## config.mk

```make
export PLATFORM = sky130hd
export DESIGN_NAME = pmv_seq
export DESIGN_NICKNAME = d
export VERILOG_FILES = /design/src/hw/rtl/pmv_pkg.sv /design/src/hw/rtl/pmv_seq.sv
export SDC_FILE = /design/constraint.sdc
export NUM_CORES = 1
export LEC_CHECK = 0
export ABC_AREA = 1
export BUFFER_PORTS_ARGS = -buffer_cell sky130_fd_sc_hd__clkbuf_2
export CAP_MARGIN = 20
export CORE_UTILIZATION = 40
export DETAILED_ROUTE_END_ITERATION = 10
export GPL_TIMING_DRIVEN = 0
export PLACE_DENSITY = 0.71
export SLEW_MARGIN = 25
export SYNTH_ARGS = -nofsm -noshare
export SYNTH_HDL_FRONTEND = slang
export SYNTH_SLANG_ARGS = --single-unit
```

## constraint.sdc

```tcl
create_clock -name clk -period 1.9 [get_ports clk]
set_input_delay 0.285 -clock clk [delete_from_list [all_inputs] [get_ports clk]]
set_output_delay 0.285 -clock clk [all_outputs]
set_load 0.03 [all_outputs]
```

## src/hw/rtl/pmv_pkg.sv

```systemverilog
// Package: widths, codes, microcode program and sine table builder.
package pmv_pkg;

  // Field widths
  localparam int SAMPLE_W    = 16;
  localparam int GAIN_W      = 16;
  localparam int INDEX_W     = 16;
  localparam int PSTEP_W     = 31;
  localparam int PHASE_W     = 32;
  localparam int CFG_INDEX_W = 3;
  localparam int CFG_DATA_W  = 31;

  // Register indexes
  localparam logic [CFG_INDEX_W-1:0] CFG_CARRIER_GAIN   = 3'd0;
  localparam logic [CFG_INDEX_W-1:0] CFG_MODULATOR_GAIN = 3'd1;
  localparam logic [CFG_INDEX_W-1:0] CFG_MOD_INDEX      = 3'd2;
  localparam logic [CFG_INDEX_W-1:0] CFG_BASE_STEP      = 3'd3;
  localparam logic [CFG_INDEX_W-1:0] CFG_MIN_STEP       = 3'd4;

  // Register reset values
  localparam logic [GAIN_W-1:0]  RST_CARRIER_GAIN   = 16'd65535;
  localparam logic [GAIN_W-1:0]  RST_MODULATOR_GAIN = 16'd65535;
  localparam logic [INDEX_W-1:0] RST_MOD_INDEX      = 16'd4096;
  localparam logic [PSTEP_W-1:0] RST_BASE_STEP      = 31'd39370534;
  localparam logic [PSTEP_W-1:0] RST_MIN_STEP       = 31'd895;

  // Limits and scale constants
  localparam logic [INDEX_W-1:0] MIN_INDEX   = 16'd41;
  localparam logic [INDEX_W-1:0] MAX_INDEX   = 16'd40960;
  localparam logic [PSTEP_W-1:0] MAX_STEP    = 31'd1932735283;
  localparam logic [29:0]        INV_TWO_PI  = 30'd683565276;
  localparam logic [63:0]        PI_HALF_Q30 = 64'd1686629713;

  // Shared multiplier
  localparam int MUL_A_W = 32;
  localparam int MUL_B_W = 31;
  localparam int PROD_W  = 63;

  // Microcode fields
  localparam int PC_W = 4;
  typedef logic [PC_W-1:0] pc_t;
  typedef logic [2:0]      a_sel_t;
  typedef logic [2:0]      b_sel_t;
  typedef logic [2:0]      wb_t;
  typedef logic [1:0]      seq_t;

  localparam a_sel_t A_ZERO      = 3'd0;
  localparam a_sel_t A_MOD_IN    = 3'd1;
  localparam a_sel_t A_MOD_INDEX = 3'd2;
  localparam a_sel_t A_BASE_STEP = 3'd3;
  localparam a_sel_t A_MOD_R     = 3'd4;
  localparam a_sel_t A_IM_R      = 3'd5;
  localparam a_sel_t A_CAR_IN    = 3'd6;
  localparam a_sel_t A_CAR_R     = 3'd7;

  localparam b_sel_t B_ZERO  = 3'd0;
  localparam b_sel_t B_MG    = 3'd1;
  localparam b_sel_t B_CIDX  = 3'd2;
  localparam b_sel_t B_CFRQ  = 3'd3;
  localparam b_sel_t B_IDX_R = 3'd4;
  localparam b_sel_t B_CG    = 3'd5;
  localparam b_sel_t B_INV   = 3'd6;
  localparam b_sel_t B_SINE  = 3'd7;

  localparam wb_t WB_NONE = 3'd0;
  localparam wb_t WB_MOD  = 3'd1;
  localparam wb_t WB_IDX  = 3'd2;
  localparam wb_t WB_STEP = 3'd3;
  localparam wb_t WB_IM   = 3'd4;
  localparam wb_t WB_CAR  = 3'd5;
  localparam wb_t WB_OFF  = 3'd6;
  localparam wb_t WB_OUT  = 3'd7;

  localparam seq_t SEQ_NEXT     = 2'd0;
  localparam seq_t SEQ_WAIT_IN  = 2'd1;
  localparam seq_t SEQ_WAIT_OUT = 2'd2;
  localparam seq_t SEQ_JUMP     = 2'd3;

  typedef struct packed {
    a_sel_t a_sel;
    b_sel_t b_sel;
    logic   mul_en;
    wb_t    wb;
    seq_t   seq;
    pc_t    target;
  } ctrl_t;

  // Status fed back to the sequencer for its conditional jumps
  typedef struct packed {
    logic in_fire;
    logic out_free;
  } seq_stat_t;

  function automatic ctrl_t cw(a_sel_t a, b_sel_t b, logic m, wb_t w, seq_t s, pc_t t);
    ctrl_t c;
    c.a_sel  = a;
    c.b_sel  = b;
    c.mul_en = m;
    c.wb     = w;
    c.seq    = s;
    c.target = t;
    return c;
  endfunction

  // Program: each multiply lands in the product register, the next step writes it back.
  function automatic ctrl_t ucode(pc_t pc);
    ctrl_t c;
    case (pc)
      4'd0: c = cw(A_ZERO,      B_ZERO,  1'b0, WB_NONE, SEQ_WAIT_IN,  4'd1);
      4'd1: c = cw(A_MOD_IN,    B_MG,    1'b1, WB_NONE, SEQ_NEXT,     4'd0);
      4'd2: c = cw(A_MOD_INDEX, B_CIDX,  1'b1, WB_MOD,  SEQ_NEXT,     4'd0);
      4'd3: c = cw(A_BASE_STEP, B_CFRQ,  1'b1, WB_IDX,  SEQ_NEXT,     4'd0);
      4'd4: c = cw(A_MOD_R,     B_IDX_R, 1'b1, WB_STEP, SEQ_NEXT,     4'd0);
      4'd5: c = cw(A_CAR_IN,    B_CG,    1'b1, WB_IM,   SEQ_NEXT,     4'd0);
      4'd6: c = cw(A_IM_R,      B_INV,   1'b1, WB_CAR,  SEQ_NEXT,     4'd0);
      4'd7: c = cw(A_ZERO,      B_ZERO,  1'b0, WB_OFF,  SEQ_NEXT,     4'd0);
      4'd8: c = cw(A_CAR_R,     B_SINE,  1'b1, WB_NONE, SEQ_NEXT,     4'd0);
      4'd9: c = cw(A_ZERO,      B_ZERO,  1'b0, WB_OUT,  SEQ_WAIT_OUT, 4'd0);
      default: c = cw(A_ZERO,   B_ZERO,  1'b0, WB_NONE, SEQ_JUMP,     4'd0);
    endcase
    return c;
  endfunction

  // Unsigned quotient by shift and subtract, for the table build
  function automatic logic [63:0] udiv64(logic [63:0] num, logic [63:0] den);
    logic [63:0] quo;
    logic [64:0] rem;
    quo = '0;
    rem = '0;
    for (int b = 63; b >= 0; b--) begin
      rem = {rem[63:0], num[b]};
      if (rem >= {1'b0, den}) begin
        rem    = rem - {1'b0, den};
        quo[b] = 1'b1;
      end
    end
    return quo;
  endfunction

  // Quarter-wave sine entry k: Taylor series in Q30, scaled to the sample amplitude.
  function automatic logic [63:0] sine_entry(int unsigned k, int unsigned tbits,
                                             int unsigned sbits);
    logic [63:0]        x;
    logic [63:0]        term;
    logic [63:0]        amp;
    logic signed [63:0] sum;
    x    = (PI_HALF_Q30 * 64'(k)) >> tbits;
    term = x;
    sum  = $signed(x);
    amp  = (64'd1 << (sbits - 1)) - 64'd1;
    for (int i = 1; i <= 13; i++) begin
      term = (((term * x) >> 30) * x) >> 30;
      term = udiv64(term, 64'(2 * i) * 64'(2 * i + 1));
      if ((i & 1) != 0) begin
        sum = sum - $signed(term);
      end else begin
        sum = sum + $signed(term);
      end
    end
    if (sum < 0) begin
      sum = '0;
    end
    return ($unsigned(sum) * amp + (64'd1 << 29)) >> 30;
  endfunction

endpackage

```

## src/hw/rtl/pmv_seq.sv

```systemverilog
// Microcode sequencer: step counter, program lookup and conditional jumps.
module pmv_seq import pmv_pkg::*; (
  input  logic      clk,
  input  logic      rst_n,
  input  seq_stat_t stat,
  output ctrl_t     ctrl
);

  pc_t pc_r;
  pc_t pc_nxt;

  assign ctrl = ucode(pc_r);

  // Next step: advance, jump, or hold on a wait that is not met
  always_comb begin
    case (ctrl.seq)
      SEQ_NEXT:     pc_nxt = pc_r + 1'b1;
      SEQ_WAIT_IN:  pc_nxt = stat.in_fire  ? ctrl.target : pc_r;
      SEQ_WAIT_OUT: pc_nxt = stat.out_free ? ctrl.target : pc_r;
      SEQ_JUMP:     pc_nxt = ctrl.target;
      default:      pc_nxt = ctrl.target;
    endcase
  end

  always_ff @(posedge clk) begin
    if (!rst_n) begin
      pc_r <= '0;
    end else begin
      pc_r <= pc_nxt;
    end
  end

endmodule

```

# After elaboration in Yosys (flattened, before gate mapping)
# Memory sizes are Yosys's and may differ from the RTL's. A register that Yosys moved wholly into a read port is not among the register bits.
# Index checks and enable logic that the tools add are counted.
word_totals:
  reg_bits: 4
  latchBits: 0
  mem_bits_rw: 0
  romBits: 208
  in_bits: 4
  out_inout_bits: 16
  word_cells: 15
  n_memories: 1
memory_table:
  columns: ["name", "words", "width", "read_ports", "rd_ports_with_merged_regs", "wr", "line", "source"]
  rows:
  - ["(no name shown)", 16, 13, 1, 1, 0, "pmv_pkg.sv:108", "case (pc)"]
op_classes:
  n_addsub: 1
  multipliers: 0
  div_mod_pow: 0
  magnitude_cmp: 0
  eq_ne: 5
  shifts: 0
  muxes: 5
  bitwise: 0
  reduce_logical: 2
ops:
  columns: ["operator", "count"]
  rows:
  - ["4-bit two-way mux", 4]
  - ["4-bit case mux with 4 select lines", 1]
  - ["4-bit by 1-bit adder with 4-bit output, second input constant", 1]
  - ["2-bit equality test, second input constant", 2]
  - ["2-bit != test, second input constant", 2]
  - ["2-bit by 1-bit equality test with 1-bit output, second input constant", 1]
  - ["2-bit logical NOT", 1]
  - ["2-bit AND reduction", 1]

# Logic depth before layout (Yosys ltp)
# Gate-level depths: netlist of the first run.
logic_depth:
  ltp_word: 5
  mapped_depth: 13
  depth_no_buf: 13

# Worst setup path after synthesis of the first run
# No wires, ideal clock.
synth_path:
  path_type: "flip-flop to flip-flop"
  startpoint: "register ctrl[4] (netlist name)"
  endpoint: "register ctrl[7] (netlist name)"
  setup_time_ns: 0.115
  arrival_ns: 1.703
  t_required_ns: 1.785
  slack_ns: 0.082
  path_stages_with_launch: 13
  path_buffers: 0
  period_less_slack_ns: 1.818
  path_cell_list: "dfxtp_1 inv_2 nand2_1 nand2_1 nand2_1 nand2_1 nand2_1 nand2_1 inv_1 ha_1 nand3b_1 nand3_1 nand2_1"
synth_via:
  elab_chain_cells: 5
  elab_cells_between_ends: 10
  cone_classes: "eq/ne (5); mux (3); reduce/logical (2)"
synth_lines:
  columns: ["item", "line", "source"]
  rows:
  - ["2-bit by 1-bit equality test with 1-bit output or 2-bit equality test (tied branches)", "pmv_seq.sv:16", "case (ctrl.seq)"]
  - ["2-bit != test (no source line)", null, null]
  - ["2-bit AND reduction (no source line)", null, null]
  - ["4-bit two-way mux (no source line) * (2 in a row)", null, null]
# Every way passes the cells marked *; elsewhere a longest branch is shown, timed or not.
# A chain may end at the register's enable or synchronous reset.

# Final worst setup path of the first run
layout_path:
  startpoint: "register ctrl[5] (netlist name)"
  endpoint: "register ctrl[7] (netlist name)"
layout_via:
  elab_chain_cells: 5
  elab_cells_between_ends: 10
  cone_classes: "eq/ne (5); mux (3); reduce/logical (2)"
layout_lines:
  columns: ["item", "line"]
  rows:
  - ["2-bit by 1-bit equality test with 1-bit output or 2-bit equality test (tied branches)", "pmv_seq.sv:16"]
  - ["2-bit != test (no source line)", null]
  - ["2-bit AND reduction (no source line)", null]
  - ["4-bit two-way mux (no source line) * (2 in a row)", null]
# Marks and branches as above.

==> impl_metrics.json, run 1 <==
{
  "fin_crit_ps": 1730,
  "setup-tns-final_ps": 0,
  "antenna_found_initial": 0,
  "yosys_warnings": 0,
  "cts.sinks": 16,
  "synth_top_cell_by_area": "dfxtp_1",
  "maxSlewViolCount": 0,
  "path_common_cell": "nand2_1",
  "mappedNetlistArea_sq_um": 848,
  "r2r-end": "ctrl[7]$_DFF_P_",
  "crit_buf_inv": 2,
  "die_w_microns": 48.1,
  "power.leakage_nw": 0.623,
  "via_per_inst": 4.51,
  "met2_length_microns": 705,
  "rsz0062_at_grt": "false",
  "synth.top_cell.area_share": 0.378,
  "path_delay_family": "simple AND/OR/NAND/NOR gates",
  "areaGrowthSynthToFinish_pct": 20.1,
  "fmax_mhz": 579,
  "fin_nets": 157,
  "regArea_sq_um": 323,
  "syn-instance-count": 123,
  "cts_tree": "built",
  "hold_class": "in -> reg",
  "antenna_left": 0,
  "reg2reg_from": "ctrl[5]$_SDFF_PN0_",
  "drv_cap": 0,
  "synth.distinct_cells": 19,
  "dr_wl_met3_microns": 40,
  "cp.depth": 12,
  "grt_max_degree": 11,
  "core_sq_um": 1980,
  "cts_max_path_buffers": 2,
  "multi_input_area_sq_um": 450,
  "gp_congestion": 0.847,
  "status": "finished clean",
  "dieHeight_microns": 48.1,
  "powerDensity_nw_per_um2": 1110,
  "finalNonFillerCells": 172,
  "dr_total_vias": 775,
  "grt_first_pass_wirelength_microns": 2150,
  "grt_pass1_vias": 560,
  "drive_gt1_frac": 0.255,
  "wl_met1_microns": 743,
  "crit_path_cell_trace": "inv_2 > nand2_1 > nand2_1 > nand2_1 > nand2_1 > nand2_1 > nand2_2 > inv_2 > ha_1 > nand3b_1 > nand3_1 > nand2_1",
  "core.rowCount": 16,
  "path_clk_slew_ps": 90,
  "ir_worst_vdd_mv": 0.413,
  "skew_ps": 3.50,
  "cts-root-buf": "clkbuf_4",
  "dp.cells": 168,
  "drt_iter0_markers": 11,
  "dieArea_sq_um": 2310,
  "drc": 0,
  "start_kind": "register",
  "ys_seq_area_frac": 0.378,
  "r2r_cells": 12,
  "cp-endpoint": "ctrl[7]$_DFF_P_",
  "cts_made_buffers": 3,
  "insertion_delay_ps": 280,
  "fill_cells": 205,
  "worst_path_max_delay_cell": "dfxtp_2",
  "io_buffers": 16,
  "crit_arrival_ps": 1910,
  "initial_core_util": 0.428,
  "hpwl_microns": 1210,
  "antenna_cells": 0,
  "setup.worst_path.start": "ctrl[5]$_SDFF_PN0_",
  "hold_viol": 0,
  "worstSetupEndpointType": "register",
  "routedWlPerCell_microns": 8.77,
  "cp_max_fo": 5,
  "gr-total-overflow": 0,
  "io_pins": 20,
  "synthTopCellsByArea": "dfxtp_1 (38%), nand2_1 (20%), nand3_1 (11%), ha_1 (10%), inv_1 (5.3%)",
  "track_usage": 0.130,
  "highest_layer": "met4",
  "wl_microns": 1510,
  "ys_ff_latch": 16,
  "slowest_delay_ps": 350,
  "crit_required_ps": 2080,
  "setup_viol": 0,
  "critPathKind": "reg -> reg",
  "fin_crit_sh": 0.910,
  "htree_levels": 1,
  "reg2reg_slack_ps": 170,
  "synth_area_per_cell_sq_um": 6.90,
  "firstDrtPassIters": 6
}
==> synthesized netlist by cell type, drive strengths merged <==
library cell and n:
buf 5, ha 7, inv 15, o21ai 1, nand3b 1, nor2 5
nand4 1, or2 1, a21oi 1, conb 1, nand2 48, nand3 20
clkbuf 1, dfxtp 16
==> placed cells by master, fill, tap and decap left out <==
master     n
dfxtp_2    2
ha_1       7
a21oi_1    1
o21ai_1    1
nor2_1     4
nand2_2    4
nand3_2    1
clkbuf_4   3
clkbuf_8   1
nor2_4     1
buf_4      4
nand4_1    1
clkbuf_1   1
buf_2      1
dfxtp_1   14
inv_1     11
inv_2      4
nand3b_1   1
conb_1     3
nand2_1   44
or2_0      1
nand3_1   19
clkbuf_2  16
==> final cells by class <==
| class | instances | area share |
|---|---|---|
| Multi-Input combinational cell | 88 | 0.442 |
| Sequential cell | 16 | 0.317 |
| Timing Repair Buffer | 16 | 0.0786 |
| Inverter | 15 | 0.0553 |
| Buffer | 6 | 0.0381 |
| Tap cell | 27 | 0.0332 |
| Clock buffer | 4 | 0.0356 |
==> worst min path at each step <==
stage | from | end | slack [ps] | depth (start not counted)
global placement | rst_n | pc_r[3]$_SDFFE_PN0N_ | 580 | 3
floorplan | rst_n | pc_r[3]$_SDFFE_PN0N_ | 450 | 2
global route | rst_n | pc_r[3]$_SDFFE_PN0N_ | 310 | 3
CTS | rst_n | pc_r[3]$_SDFFE_PN0N_ | 280 | 3
detailed placement | rst_n | pc_r[3]$_SDFFE_PN0N_ | 580 | 3
finish | rst_n | pc_r[3]$_SDFFE_PN0N_ | 300 | 3
==> kinds of logic after synthesis <==
kind of cell	synth area share
and+or+nand+nor	0.391
buffers and inverters	0.112
DFF	0.378
adders and majority gates	0.103
AOI/OAI and AO/OA	0.0118
other	0.00442
==> what timing repair did <==
item,4_1_cts,5_1_grt
buffers inserted,0,0
gates resized for setup,0,6
hold buffers,0,0
endpoints found under the setup margin,0,7
==> routing by layer <==
metal  vias up  track usage
met1       342        0.174
met4         0       0.0500
met5         -            0
met2        14        0.216
met3         2       0.0113
li1        417            -
==> power breakdown <==
| group | switching (mW) | internal [mW] | leakage (nW) |
|---|---|---|---|
| logic | 0.325 | 0.141 | 0.471 |
| registers | 0.0392 | 0.407 | 0.131 |
| clock network | 0.101 | 0.117 | 0.0210 |
==> state kept, by name (all words and copies together), names as in the netlist <==
name and count:
ctrl 12, pc_r 4
==> stage by stage <==
| step | cell area (sq um) | setup WS (ps) | hold WS (ps) | util | power (mW) |
|---|---|---|---|---|---|
| finish | 1020 | 172 | 302 | 0.514 | 1.13 |
| global route | 1020 | 17.3 | 315 | 0.514 | 1.23 |
| CTS | 1010 | 32.1 | 277 | 0.508 | 1.13 |
| detailed placement | 970 | 49.7 | 580 | 0.489 | 0.906 |
| global placement | 970 | 105 | 580 | 0.489 | 0.893 |
| floorplan | 856 | 82.3 | 455 | - | 0.794 |
==> worst reg2reg max path: cells and delay by family, from the launching register on <==
| family | cells | cell delay [ps] |
|---|---|---|
| adder cells (fa/ha/maj) | 1 | 280 |
| buffers and inverters | 2 | 130 |
| flip-flops | 1 | 350 |
| AND/OR/NAND/NOR | 9 | 870 |
Note: power is estimated with default switching activity, not from simulation.
==> inputs of run 2 (changes only) <==
- GPL_TIMING_DRIVEN: 0 -> default
==> impl_metrics.json, run 2 (synthesis gave the netlist of run 1 again) <==
{
  "start_kind": "register",
  "io_pins": 20,
  "dieArea_sq_um": 2310,
  "status": "finished clean",
  "grt_pass1_vias": 586,
  "wl_microns": 1550,
  "antenna_left": 0,
  "largest_register_ffs": 12,
  "io_buffers": 16,
  "drc": 0,
  "dieHeight_microns": 48.1,
  "track_usage": 0.143,
  "worst_path_max_delay_cell": "dfxtp_1",
  "setup-tns-final_ps": 0,
  "insertion_delay_ps": 290,
  "via_per_inst": 4.76,
  "dr_total_vias": 795,
  "fin_nets": 152,
  "gp_congestion": 0.887,
  "hold_class": "in -> reg",
  "ir_worst_vdd_mv": 0.455,
  "htree_levels": 1,
  "multi_input_area_sq_um": 445,
  "worstSetupEndpointType": "register",
  "drive_gt1_frac": 0.214,
  "final_cell_mix": "nand2_1 (44), nand3_1 (19), dfxtp_1 (16), clkbuf_2 (16), inv_1 (12)",
  "grt_max_degree": 12,
  "total_power_mw": 1.14,
  "areaGrowthSynthToFinish_pct": 15.5,
  "hold_viol": 0,
  "cts_made_buffers": 3,
  "fin_crit_ps": 1750,
  "power.leakage_nw": 0.603,
  "gr-total-overflow": 0,
  "cts.sinks": 16,
  "hold_buffers": 0,
  "cts-root-buf": "clkbuf_4",
  "cts_resized": 0,
  "initial_core_util": 0.428,
  "fin_crit_sh": 0.919,
  "fill_cells": 202,
  "crit_required_ps": 2090,
  "cts_tree": "built",
  "critPathKind": "reg -> reg",
  "drt_iter0_markers": 16,
  "crit_buf_inv": 2,
  "antenna_cells": 0,
  "maxSlewViolCount": 0,
  "skew_ps": 9.24,
  "regArea_sq_um": 320,
  "die_w_microns": 48.1,
  "routedWlPerCell_microns": 9.29,
  "post_cts_buffers": 0,
  "path_clk_slew_ps": 100,
  "reg2reg_slack_ps": 150,
  "path_common_cell": "nand2_1",
  "core_sq_um": 1980,
  "crit_arrival_ps": 1930,
  "final_common_cell": "nand2_1",
  "path_delay_family": "simple AND/OR/NAND/NOR gates",
  "antenna_found_initial": 0,
  "drv_cap": 0,
  "crit_path_cell_trace": "inv_2 > nand2_1 > nand2_1 > nand3_1 > nand2_1 > nand2_2 > inv_1 > ha_1 > nand3b_1 > nand3_1 > nand2_1",
  "cp_max_fo": 5,
  "firstDrtPassIters": 4,
  "setup_viol": 0,
  "cts_max_path_buffers": 2,
  "core.rowCount": 16,
  "fmax_mhz": 573,
  "powerDensity_nw_per_um2": 1160,
  "slowest_delay_ps": 400,
  "grt_first_pass_wirelength_microns": 2290,
  "hpwl_microns": 1190
}
run 2: routing by layer:
| metal | vias up | global-route usage | wire [microns] |
|---|---|---|---|
| li1 | 407 | - | - |
| met1 | 356 | 0.178 | 696 |
| met2 | 29 | 0.243 | 777 |
| met3 | 3 | 0.0113 | 59 |
| met4 | 0 | 0.0778 | 19 |
| met5 | - | 0 | 0 |
run 2: final cells by class:
cell class	count	share of cell area
multi-input combinational	88	0.455
inverter	15	0.0575
sequential	16	0.327
clock buffer	4	0.0370
timing repair buffer	17	0.0894
tap	27	0.0345
run 2: power by group:
part	switching, mW	leakage (nW)	total (mW)	internal, mW
combinational	0.327	0.452	0.470	0.144
sequential	0.0390	0.131	0.444	0.405
clock	0.110	0.0210	0.226	0.117
total	0.475	0.603	1.14	0.665
run 2: final timing paths:
path                     endpoint                 start  cells after the start
max               ctrl[7]$_DFF_P_    ctrl[5]$_SDFF_PN0_                     11
min          pc_r[2]$_SDFFE_PN0N_                 rst_n                      3
max reg2reg       ctrl[7]$_DFF_P_    ctrl[5]$_SDFF_PN0_                     11
min reg2reg       ctrl[4]$_DFF_P_  pc_r[3]$_SDFFE_PN0N_                      4
run 2: worst register-to-register path, delay by kind of cell, from the launching register on:
family | cells | cell delay (ps)
adders and majority gates | 1 | 290
DFF | 1 | 400
buffers and inverters | 2 | 150
and+or+nand+nor | 8 | 790
run 2: per-stage QoR:
stage	area (sq um)	instances	hold slack, ps	setup slack [ps]	utilization
final	980	167	348	154	0.494
after global routing	980	167	387	-20.2	0.494
after CTS	975	167	341	99.2	0.492
after detailed placement	938	163	638	122	0.473
after global placement	938	163	644	195	0.473
after floorplan	856	125	455	82.3	-
==> inputs of run 3 (changes only) <==
- BUFFER_PORTS_ARGS: -buffer_cell sky130_fd_sc_hd__clkbuf_2 -> default
- DONT_BUFFER_PORTS: default -> 1
- PLACE_DENSITY: 0.71 -> 0.63
==> impl_metrics.json, run 3 (synthesis gave the netlist of run 1 again) <==
{
  "hold_buffers": 0,
  "cts_made_buffers": 3,
  "core.rowCount": 16,
  "crit_required_ps": 2080,
  "cts.sinks": 16,
  "gp_congestion": 0.808,
  "hold_class": "in -> reg",
  "dieHeight_microns": 48.1,
  "core_sq_um": 1980,
  "wl_microns": 1470,
  "cts_resized": 0,
  "worstSetupEndpointType": "register",
  "grt_max_degree": 12,
  "drc": 0,
  "status": "finished clean",
  "crit_arrival_ps": 1940,
  "power_frac_seq": 0.485,
  "antenna_left": 0,
  "fin_crit_sh": 0.922,
  "cp_max_fo": 5,
  "multi_input_area_sq_um": 450,
  "fin_util": 0.465,
  "gr-total-overflow": 0,
  "powerDensity_nw_per_um2": 1190,
  "antenna_cells": 0,
  "routedWlPerCell_microns": 9.61,
  "path_clk_slew_ps": 90,
  "drv_cap": 0,
  "fin_area_sq_um": 922,
  "grt.busiest_layer": "met2",
  "fin_crit_ps": 1750,
  "areaGrowthSynthToFinish_pct": 8.70,
  "final_cell_mix": "nand2_1 (44), nand3_1 (19), dfxtp_1 (14), inv_1 (12), ha_1 (7)",
  "dieArea_sq_um": 2310,
  "p_int_mw": 0.642,
  "maxSlewHeadroom": 0.623,
  "firstDrtPassIters": 3,
  "maxSlewViolCount": 0,
  "cts_max_path_buffers": 2,
  "regArea_sq_um": 323,
  "hpwl_microns": 1130,
  "io_pins": 20,
  "use_met2": 0.241,
  "placed_area_sq_um": 873,
  "final_common_cell": "nand2_1",
  "antenna_found_initial": 0,
  "p_clk_frac": 0.199,
  "insertion_delay_ps": 290,
  "skew_ps": 4.93,
  "cts_tree": "built",
  "grt.met3_usage": 0.0528,
  "htree_levels": 1,
  "setup-tns-final_ps": 0,
  "total_switching_power_mw": 0.454,
  "critPathKind": "reg -> reg",
  "switching_share": 0.414,
  "drive_gt1_frac": 0.143,
  "ir_worst_vdd_mv": 0.541,
  "fill_cells": 204,
  "pwr-share-comb": 0.316,
  "io_buffers": 0,
  "grt_pass1_vias": 589,
  "fmax_mhz": 571,
  "dr_total_vias": 696,
  "grt_first_pass_wirelength_microns": 2390,
  "track_usage": 0.152,
  "via_per_inst": 4.55,
  "setup_viol": 0,
  "largest_register_ffs": 12,
  "power.leakage_nw": 0.543,
  "post_cts_buffers": 0,
  "die_w_microns": 48.1,
  "hold_viol": 0,
  "initial_core_util": 0.428,
  "cts-root-buf": "clkbuf_4",
  "drt_iter0_markers": 5,
  "max_slew.worst_pin.slew_ps": 565,
  "fin_nets": 138,
  "gr-usage-met1": 0.177,
  "start_kind": "register"
}
## run 3: cell types whose count changed in the layout (fill, tap and decap cells not counted)
cell      delta
dfxtp_2      +2
buf_4        +2
nor2_4       +1
dfxtp_1      -2
nor2_2       -1
clkbuf_2    -16
## run 3: path summary, 6_finish.rpt
path / from / endpoint / slack, ps / cells past startpoint
setup / recovery: ctrl[5]$_SDFF_PN0_ / ctrl[7]$_DFF_P_ / 150 / 12
hold / removal: rst_n / pc_r[2]$_SDFFE_PN0N_ / 120 / 2
setup reg to reg: ctrl[5]$_SDFF_PN0_ / ctrl[7]$_DFF_P_ / 150 / 12
hold reg to reg: pc_r[3]$_SDFFE_PN0N_ / ctrl[4]$_DFF_P_ / 630 / 4
## run 3: power groups by stage
stage	Sequential, mW	Clock, mW	Combinational [mW]
2_1_floorplan	0.561	0	0.233
3_3_place_gp	0.534	0	0.334
3_5_place_dp	0.536	0	0.336
4_1_cts	0.527	0.227	0.338
5_1_grt	0.545	0.245	0.402
6_report	0.532	0.218	0.346
## run 3: through the flow
stage          power (mW)  setup WS [ps]  hold WS, ps  instances
2_1_floorplan       0.794           82.3          455        125
3_3_place_gp        0.867            141          418        149
3_5_place_dp        0.872           92.5          423        149
4_1_cts              1.09           70.4          111        153
5_1_grt              1.19          -1.56         98.4        153
6_report             1.10            148          117        153
## run 3: area by class of cell
| class | instances | share of cell area |
|---|---|---|
| clock buffer | 4 | 0.0393 |
| multi-input combinational | 88 | 0.488 |
| timing repair buffer | 3 | 0.0244 |
| inverter | 15 | 0.0611 |
| tap | 27 | 0.0366 |
| sequential | 16 | 0.350 |
## run 3: worst max-delay path: stages (launching register included)
cell,delay [ps]
dfxtp_2,350
inv_2,60
nand2_1,60
nand2_1,150
nand2_1,70
nand2_1,50
nand2_1,100
nand2_2,130
inv_1,90
ha_1,280
nand3b_1,160
nand3_1,90
nand2_1,50
## run 3: metal layers
metal  part of all wire  vias up  routed length (microns)
met2               0.44       14                      649
met5                  0        -                        0
met3              0.040        3                       59
met4              0.016        0                       23
met1               0.50      301                      738
li1                   -      378                        -
